File: src/rtl/core/bbw_pkg.sv
// Shared constants and types for the box blur window filter.
`default_nettype none
package bbw_pkg;
    localparam int MAX_WIDTH_DEF  = 1024;
    localparam int MAX_KERNEL_DEF = 7;
    localparam int PIX_W          = 8;
    localparam int FW_W           = 11;
    localparam int FH_W           = 16;
    localparam int KS_W           = 3;
    localparam int CFG_W          = 16;

    localparam logic [1:0] REG_FRAME_WIDTH  = 2'd0;
    localparam logic [1:0] REG_FRAME_HEIGHT = 2'd1;
    localparam logic [1:0] REG_KERNEL_SIZE  = 2'd2;

    localparam logic OP_PIXEL = 1'b0;

    typedef struct packed {
        logic clear;
        logic acc;
        logic start;
        logic step;
    } lane_ctl_t;
endpackage
`default_nettype wire

File: src/rtl/core/bbw_lane.sv
// One color lane: window accumulator and rounded restoring divider.
`default_nettype none
module bbw_lane #(
    parameter int SUM_W = 14,
    parameter int CNT_W = 6,
    parameter int NUM_W = 14
) (
    input  wire logic                      clk,
    input  wire bbw_pkg::lane_ctl_t        ctl,
    input  wire logic [bbw_pkg::PIX_W-1:0] pix,
    input  wire logic [CNT_W-1:0]          count,
    output logic      [bbw_pkg::PIX_W-1:0] mean
);
    logic [SUM_W-1:0] sum_reg;
    logic [NUM_W-1:0] num_reg;
    logic [NUM_W-1:0] quo_reg;
    logic [CNT_W-1:0] rem_reg;
    logic [CNT_W:0]   rem_sh;
    logic             fits;

    assign rem_sh = {rem_reg, num_reg[NUM_W-1]};
    assign fits   = rem_sh >= {1'b0, count};
    assign mean   = quo_reg[bbw_pkg::PIX_W-1:0];

    always_ff @(posedge clk)
    begin
        if (ctl.clear)
        begin
            sum_reg <= '0;
        end
        else if (ctl.acc)
        begin
            sum_reg <= sum_reg + SUM_W'(pix);
        end
        if (ctl.start)
        begin
            num_reg <= NUM_W'(sum_reg) + NUM_W'(count >> 1);
            rem_reg <= '0;
            quo_reg <= '0;
        end
        else if (ctl.step)
        begin
            num_reg <= num_reg << 1;
            quo_reg <= {quo_reg[NUM_W-2:0], fits};
            rem_reg <= fits ? CNT_W'(rem_sh - {1'b0, count}) : CNT_W'(rem_sh);
        end
    end
endmodule
`default_nettype wire

File: config.mk
export PLATFORM = sky130hd
export DESIGN_NAME = bbw_lane
export DESIGN_NICKNAME = d
export VERILOG_FILES = /design/src/rtl/core/bbw_pkg.sv /design/src/rtl/core/bbw_lane.sv
export SDC_FILE = /design/constraint.sdc
export NUM_CORES = 1
export LEC_CHECK = 0
export BUFFER_PORTS_ARGS = -buffer_cell sky130_fd_sc_hd__buf_2
export CORE_MARGIN = 4
export CORE_UTILIZATION = 45
export DETAILED_ROUTE_END_ITERATION = 12
export SLEW_MARGIN = 20
export SYNTH_ARGS = -nofsm -noshare
export SYNTH_HDL_FRONTEND = slang
export SYNTH_SLANG_ARGS = --single-unit
File: constraint.sdc
create_clock -name clk -period 3.15 [get_ports clk]
set_input_delay 0.63 -clock clk [delete_from_list [all_inputs] [get_ports clk]]
set_output_delay 0.63 -clock clk [all_outputs]
set_load 0.03 [all_outputs]
# == Word level (Yosys, flattened, before mapping) ==
# Cells that the tools add are included.
# op_classes
n_addsub,3
magnitude_cmp,1
n_mux,3
reduce_logical,1
# ops
operator,count
14-bit 2-to-1 mux,2
14-bit by 5-bit adder with 14-bit output,1
14-bit by 8-bit adder with 14-bit output,1
7-bit by 6-bit >= comparator with 1-bit output,1
6-bit 2-to-1 mux,1
6-bit subtractor,1
2-bit nonzero test,1
# word_totals
register_bits,42
in_bits,19

# == Longest topological paths before layout ==
# Gate-level depths: netlist of the first run.
# logic_depth
ltp_word,2
ltp_mapped,8
depth_no_buf,8

# == Worst setup path after synthesis of the first run ==
# Ideal clock, no wire load.
# synth_timing
kind,input to register
from,in count[1]
to,reg num_reg[10] (data pin)
arrival_time_ns,2.147
slack_ns,0.730
cell_stages,7
path_buffers,0
path_cell_list,ha_1 -> fa_1 -> a21o_1 -> a21o_1 -> a21oi_1 -> or4_1 -> a31oi_1
# synth_via
elab_chain_len,2
# synth_lines
item,line_no,rtl
"start, declared",bbw_lane.sv:11,"input wire logic [CNT_W-1:0] count,"
14-bit by 5-bit adder with 14-bit output,bbw_lane.sv:37,num_reg <= NUM_W'(sum_reg) + NUM_W'(count >> 1);
14-bit 2-to-1 mux,bbw_lane.sv:35,if (ctl.start)
"end signal, assigned",bbw_lane.sv:37,
"end signal, assigned",bbw_lane.sv:43,num_reg <= num_reg << 1;
"end, declared",bbw_lane.sv:15,logic [NUM_W-1:0] num_reg;
# No other way between the ends.
# A chain may end at the register's enable or synchronous reset.

# == Worst setup path after layout of the first run ==
# Same ends and word-level chain as after synthesis.

==> results of run 1 <==
power groups by stage:
stage	Clock (mW)	Combinational, mW	Sequential [mW]
after CTS	0.530	0.377	0.660
final	0.516	0.373	0.660
after detailed placement	0	0.375	0.673
after global routing	0.549	0.426	0.669
after floorplan	0	0.292	0.663
after global placement	0	0.370	0.670
Yosys cell counts, drive strengths merged:
| library cell | count | area share [%] |
|---|---|---|
| nor2 | 42 | 5.9 |
| dfxtp | 28 | 21 |
| a21oi | 20 | 3.8 |
| ha | 19 | 8.9 |
| inv | 17 | 2.4 |
| nand2 | 15 | 2.1 |
| edfxtp | 14 | 16 |
| nand3 | 14 | 2.6 |
| o21ai | 12 | 2.3 |
| mux2 | 10 | 4.2 |
| mux2i | 9 | 3.4 |
| nor2b | 8 | 1.9 |
| a31oi | 6 | 1.4 |
| clkbuf | 6 | 0.84 |
| xnor2 | 6 | 2.0 |
| xor2 | 6 | 2.0 |
| a21o | 5 | 1.4 |
| o31ai | 5 | 1.4 |
| or3 | 5 | 1.2 |
| and2 | 4 | 0.94 |
| buf | 4 | 0.61 |
| nand2b | 4 | 0.94 |
| nor3 | 4 | 0.75 |
| o211ai | 4 | 1.1 |
| a211oi | 3 | 1.3 |
| fa | 3 | 2.3 |
| or4 | 3 | 0.84 |
| and3 | 2 | 0.47 |
| nand4 | 2 | 0.47 |
| nor4 | 2 | 0.47 |
| o21a | 2 | 0.61 |
| o21bai | 2 | 0.56 |
| o311a | 2 | 0.75 |
| o311ai | 2 | 0.66 |
| a2111oi | 1 | 0.33 |
| a221o | 1 | 0.38 |
| a311o | 1 | 0.38 |
| and4 | 1 | 0.42 |
| nor3b | 1 | 0.28 |
| o41a | 1 | 0.42 |
| o41ai | 1 | 0.33 |
| or2 | 1 | 0.23 |
cells by family after synthesis:
logic type      count (synthesis)  synth area share (%)
flops                          42                 36.79
fa+ha+maj                      22                 11.17
mux                            19                 7.602
compound gates                 68                 17.08
simple gates                  108                 19.57
buf+inv                        27                 3.848
xor+xnor                       12                 3.942
final timing paths:
path | startpoint | end | cells after the start
min reg2reg | rem_reg[5]$_SDFFE_PP0P_ | rem_reg[5]$_SDFFE_PP0P_ | 2
max reg2reg | sum_reg[0]$_SDFFE_PP0P_ | num_reg[10]$_DFFE_PP_ | 7
min | rem_reg[5]$_SDFFE_PP0P_ | rem_reg[5]$_SDFFE_PP0P_ | 2
max | count[1] | num_reg[10]$_DFFE_PP_ | 8
cell type report:
cell class / instances / share of cell area, %
clock inverter: 3 / 2.299
timing repair buffer: 27 / 4.599
tap: 72 / 3.010
multi-input combinational: 229 / 52.88
inverter: 17 / 2.132
sequential: 42 / 32.78
clock buffer: 5 / 2.299
tightest hold or removal path, delay by kind of cell, from the launching register on:
family	cells	cell delay (ns)
flops	1	0.33
simple gates	1	0.05
compound gates	1	0.05
layer usage:
metal | vias to the layer above | GRT usage [%] | share of wire, %
met5 | - | 0 | 0
met4 | 0 | 4.460 | 1.2
met3 | 7 | 2.816 | 4.4
met2 | 43 | 24.65 | 46
met1 | 956 | 20.35 | 48
li1 | 1121 | - | -
through the flow:
step	setup WS, ns	instance area, um2
final	0.7205	2993
after global placement	0.4519	2855
after floorplan	0.7295	2666
after CTS	0.7220	2993
after detailed placement	0.3950	2855
after global routing	0.5846	2993
==> run summary, run 1 <==
CTS Buf Count = 5
Worst-path clk slew = 0.09 ns
Slowest-stage cell, CP = fa_1
N_diodes = 0
Clock share of power = 33.3%
Post-CTS Resized = 0
I/O pins = 27
Placed cells = 387
Leak Pwr = 1.268 nW
Clk Latency, worst-skew pair = 0.29 ns
WP data arrival = 2.46 ns
GR Overflow Total = 0
Final total power = 1.549 mW
Cell internal pwr = 1.099 mW
CP cell instances = buf_2 -> ha_1 -> fa_1 -> a21o_1 -> a21o_1 -> a21oi_1 -> or4_1 -> a31oi_1
CP most frequent cell = a21o_1
Synth-to-Final Area Change = 12.25%
Initial Utilization = 47.26%
YS warnings = 0
Worst Clk Skew = 0.004678 ns
Flops & latches, synth = 42
Drt drc = 0
CP endpoint kind = flop
Total net switching power = 450.1 uW
CTS tree = built
Fill cells = 530
TritonCTS Sinks = 42
Clock Tree Root = clkbuf_8
Die Height = 84.98 um
First-pass GRT wire length = 8.997 mm
DRT antenna net count = 0
Total Nets Final = 363
Worst hold margin = 0.4625 ns
Comb pwr share = 24.1%
Routed wire length per instance = 13.28 um
Gate Count Post-Synth = 298
Mean cell area of the mapped netlist = 8.947 um2
Sequential share of the synthesized area = 36.79%
Layout Utilization = 53.05%
F_max = 0.4116 GHz
Setup TNS = 0 ns
Worst setup SP type = input port
Die footprint = 7221 um2
CTS max path bufs = 2
# rows = 27
Initial antenna violation count = 0
Critical path fanouts, max = 8
Crit path time final = 2.430 ns
H-tree depth = 2
Seq pwr share = 42.6%
HP Class = reg -> reg
Post-synthesis net count = 339
Most frequent cells in the layout = nor2_1, dfxtp_1, buf_2
Max-cap violations = 0
CTS Hold Bufs = 0
Layout cells sized above 1 = 15.17%
Sequential Area = 980.9 um2
Status = completed
Dpl hpwl = 3.986 mm
DRT Pass-1 Iters = 4
Buf/Inv on CP = 1
RSZ-0062 raised after global routing = false
Least-Margin Pin Slew = 0.5367 ns
IO Port Bufs = 26
Core area = 5642 um2
Slew Limit Fails = 0
Routability cong. = 0.7540
Vias = 2127
Post-synthesis cell area = 2666 um2
Power per cell area = 517.6 nW/um2
Delay-heaviest family, CP = compound AO/OA/AOI/OAI gates
Switching Fraction = 29.06%
Most common cell after layout, fill and taps aside = nor2_1
Total Wirelength = 5.246 mm
Worst setup path class = in -> reg
DR vias/cell = 5.385
Largest net degree at the start of global routing = 35
GRT Total Usage = 15.12%
Finished Layout Cells = 395
Die width = 84.98 um
DR iter-0 viols = 70
# Post-CTS Setup Buffers = 0
Hold Vio Cnt, Final = 0
Slowest stage delay, CP = 0.41 ns
Internal reg-to-reg setup slack = 0.87 ns
Relative slew slack = 64.18%
Yosys cell types = 47
Crit share post-route = 77.13%
Multi-input gate area = 1583 um2
Max VDD drop = 0.0003182 V
Vias in the first global route = 1935
Final setup vio count = 0
Worst EP required = 3.18 ns
(Power assumes the default switching activity.)
==> inputs of run 2 (changes only) <==
--- a/config.mk
+++ b/config.mk
@@ -5,10 +5,12 @@
 export SDC_FILE = /design/constraint.sdc
 export NUM_CORES = 1
 export LEC_CHECK = 0
+export ABC_AREA = 1
 export BUFFER_PORTS_ARGS = -buffer_cell sky130_fd_sc_hd__buf_2
 export CORE_MARGIN = 4
 export CORE_UTILIZATION = 45
 export DETAILED_ROUTE_END_ITERATION = 12
+export PLACE_DENSITY = 0.66
 export SLEW_MARGIN = 20
 export SYNTH_ARGS = -nofsm -noshare
 export SYNTH_HDL_FRONTEND = slang
==> constraint.sdc (replaced) <==
create_clock -name clk -period 2 [get_ports clk]
set_input_delay 0.4 -clock clk [delete_from_list [all_inputs] [get_ports clk]]
set_output_delay 0.4 -clock clk [all_outputs]
set_load 0.03 [all_outputs]
==> run summary, run 2 <==
Slowest-stage cell, CP = fa_1
Power per cell area = 735.6 nW/um2
Drt drc = 0
Die Height = 86.76 um
F_max = 0.5465 GHz
Comb pwr share = 26.4%
Leak Pwr = 1.597 nW
Crit share post-route = 91.49%
H-tree depth = 2
HP Class = in -> reg
Final setup vio count = 0
Largest family of logic cells by synthesized area = simple AND/OR/NAND/NOR gates
Die width = 86.76 um
I/O pins = 27
Worst setup SP type = flop
Post-synthesis net count = 439
Fin area = 3142 um2
Top cell type's share of synthesized area = 20.08%
Layout cells sized above 1 = 13.92%
IO Port Bufs = 26
Worst setup path class = reg -> reg
Yosys cell types = 34
Area after DPL = 3024 um2
Vias = 2520
Cell internal pwr = 1.580 mW
CTS Hold Bufs = 0
First-pass GRT wire length = 10.44 mm
Clk Latency, worst-skew pair = 0.29 ns
Max-cap violations = 0
Finished Layout Cells = 506
Slowest stage delay, CP = 0.38 ns
CP endpoint kind = flop
Hold Vio Cnt, Final = 0
Slew Limit Fails = 0
Delay-heaviest family, CP = simple AND/OR/NAND/NOR gates
# Post-CTS Setup Buffers = 0
Post-synthesis cell area = 2791 um2
CP cell instances = ha_1 -> fa_1 -> nand2_1 -> nand2_1 -> nand2_1 -> nand2_1 -> nand2_1 -> nand2_2 -> nand2_1 -> nand2_1 -> nand3_1 -> nand2_1
Largest area contributor in the netlist = dfxtp_1
Gate Count Post-Synth = 398
Core area = 5956 um2
Sequential share of the synthesized area = 35.14%
Total Nets Final = 471
Mean cell area of the mapped netlist = 7.014 um2
GR Overflow Total = 0
Status = completed
Switching Fraction = 31.64%
Total Wirelength = 5.914 mm
N_diodes = 0
GRT Total Usage = 17.09%
Compound-gate portion of the synthesized area = 10.49%
Routed wire length per instance = 11.69 um
Critical path fanouts, max = 5
Synth Area in XOR/XNOR = 1.883%
Seq pwr share = 44.4%
Least-Margin Pin Slew = 0.3945 ns
Vias in the first global route = 2404
Initial Utilization = 46.87%
Worst-path clk slew = 0.09 ns
Fraction of registers with async set/reset = 0%
Routability cong. = 0.9067
DRT Pass-1 Iters = 4
TritonCTS Sinks = 42
DR vias/cell = 4.980
Buf/Inv on CP = 0
Post-synthesis mux area share = 0%
CP most frequent cell = nand2_1
Initial antenna violation count = 0
Relative slew slack = 73.66%
CTS max path bufs = 2
Final total power = 2.311 mW
Worst hold margin = 0.4018 ns
Clock share of power = 29.2%
Cell with the most instances after synthesis = nand2_1
DR iter-0 viols = 117
Largest net degree at the start of global routing = 22
Synth-to-Final Area Change = 12.55%
Dpl hpwl = 4.750 mm
Placed cells = 498
Die footprint = 7527 um2
CTS Buf Count = 5
Worst Clk Skew = 0.01244 ns
Most common cell after layout, fill and taps aside = nand2_1
# rows = 28
Crit path time final = 1.830 ns
WP data arrival = 1.89 ns
Most frequent cells in the layout = nand2_1, inv_1, nor2_1
Most frequent cells after synthesis = nand2_1, inv_1, nor2_1
CTS tree = built
Clock Tree Root = clkbuf_8
Worst EP required = 2.06 ns
EDFF count, synth = 14
Total net switching power = 731.3 uW
RSZ-0062 raised after global routing = false
Primary FF master, synth = dfxtp_1
Flops & latches, synth = 42
Synth Area in Simple Gates = 31.65%
YS warnings = 0
Post-Synth Adder-Cell Area = 10.67%
Max VDD drop = 0.0003590 V
DRT antenna net count = 0
Largest cells by area after synthesis = dfxtp_1, nand2_1, edfxtp_1
run 2: path summary, 6_finish.rpt:
check	startpoint	endpoint	slack, ns	depth (start not counted)
setup / recovery	sum_reg[0]$_SDFFE_PP0P_	num_reg[12]$_DFFE_PP_	0.17	12
hold / removal	ctl[0]	quo_reg[0]$_SDFFE_PP0P_	0.40	2
setup reg to reg	sum_reg[0]$_SDFFE_PP0P_	num_reg[12]$_DFFE_PP_	0.17	12
hold reg to reg	quo_reg[7]$_SDFFE_PP0P_	quo_reg[7]$_SDFFE_PP0P_	0.47	2
run 2: per-layer routing:
metal / track usage [%] / routed length [um]
met5: 0 / 0
met4: 6.091 / 152
met3: 3.802 / 313
met2: 27.96 / 2745
met1: 22.14 / 2702
run 2: stage by stage:
step	util [%]	setup slack [ns]	setup TNS, ns
final	52.75	0.1703	0
after detailed placement	50.78	-0.08402	-0.1726
after floorplan	-	0.1492	0
after global routing	52.75	0.001224	0
after CTS	52.63	0.1275	0
after global placement	50.78	-0.03514	-0.06958
run 2: layout make-up:
| type | count | area (um2) |
|---|---|---|
| Clock buffer | 6 | 72.57 |
| Clock inverter | 2 | 37.54 |
| Fill cell | 590 | 2814 |
| Inverter | 68 | 255.2 |
| Multi-Input combinational cell | 282 | 1534 |
| Sequential cell | 42 | 980.9 |
| Tap cell | 75 | 93.84 |
| Timing Repair Buffer | 31 | 167.7 |
run 2: kinds of logic (layout without fill, tap and decap cells):
| group | after synthesis | count (layout) |
|---|---|---|
| AOI/OAI and AO/OA | 52 | 52 |
| xor gates and xnor gates | 6 | 6 |
| adders and majority gates | 22 | 22 |
| buffers and inverters | 74 | 107 |
| DFF | 42 | 42 |
| and+or+nand+nor | 202 | 202 |
run 2: worst reg2reg max path, cell delays in order (launching register included):
cell	delay [ns]
dfxtp_1	0.33
ha_1	0.21
fa_1	0.38
nand2_1	0.09
nand2_1	0.05
nand2_1	0.05
nand2_1	0.06
nand2_1	0.10
nand2_2	0.09
nand2_1	0.06
nand2_1	0.05
nand3_1	0.06
nand2_1	0.06
run 2: what timing repair did:
action | 4_1_cts | 5_1_grt
endpoints found under the hold margin | 0 | 0
gates resized for setup | 0 | 3
setup endpoints to repair | 0 | 4
run 2: power by group through the flow:
stage | clock (mW) | combinational [mW] | sequential, mW
CTS | 0.691 | 0.611 | 1.03
finish | 0.674 | 0.610 | 1.03
floorplan | 0 | 0.468 | 1.03
global placement | 0 | 0.591 | 1.04
global route | 0.728 | 0.705 | 1.04
detailed placement | 0 | 0.609 | 1.05
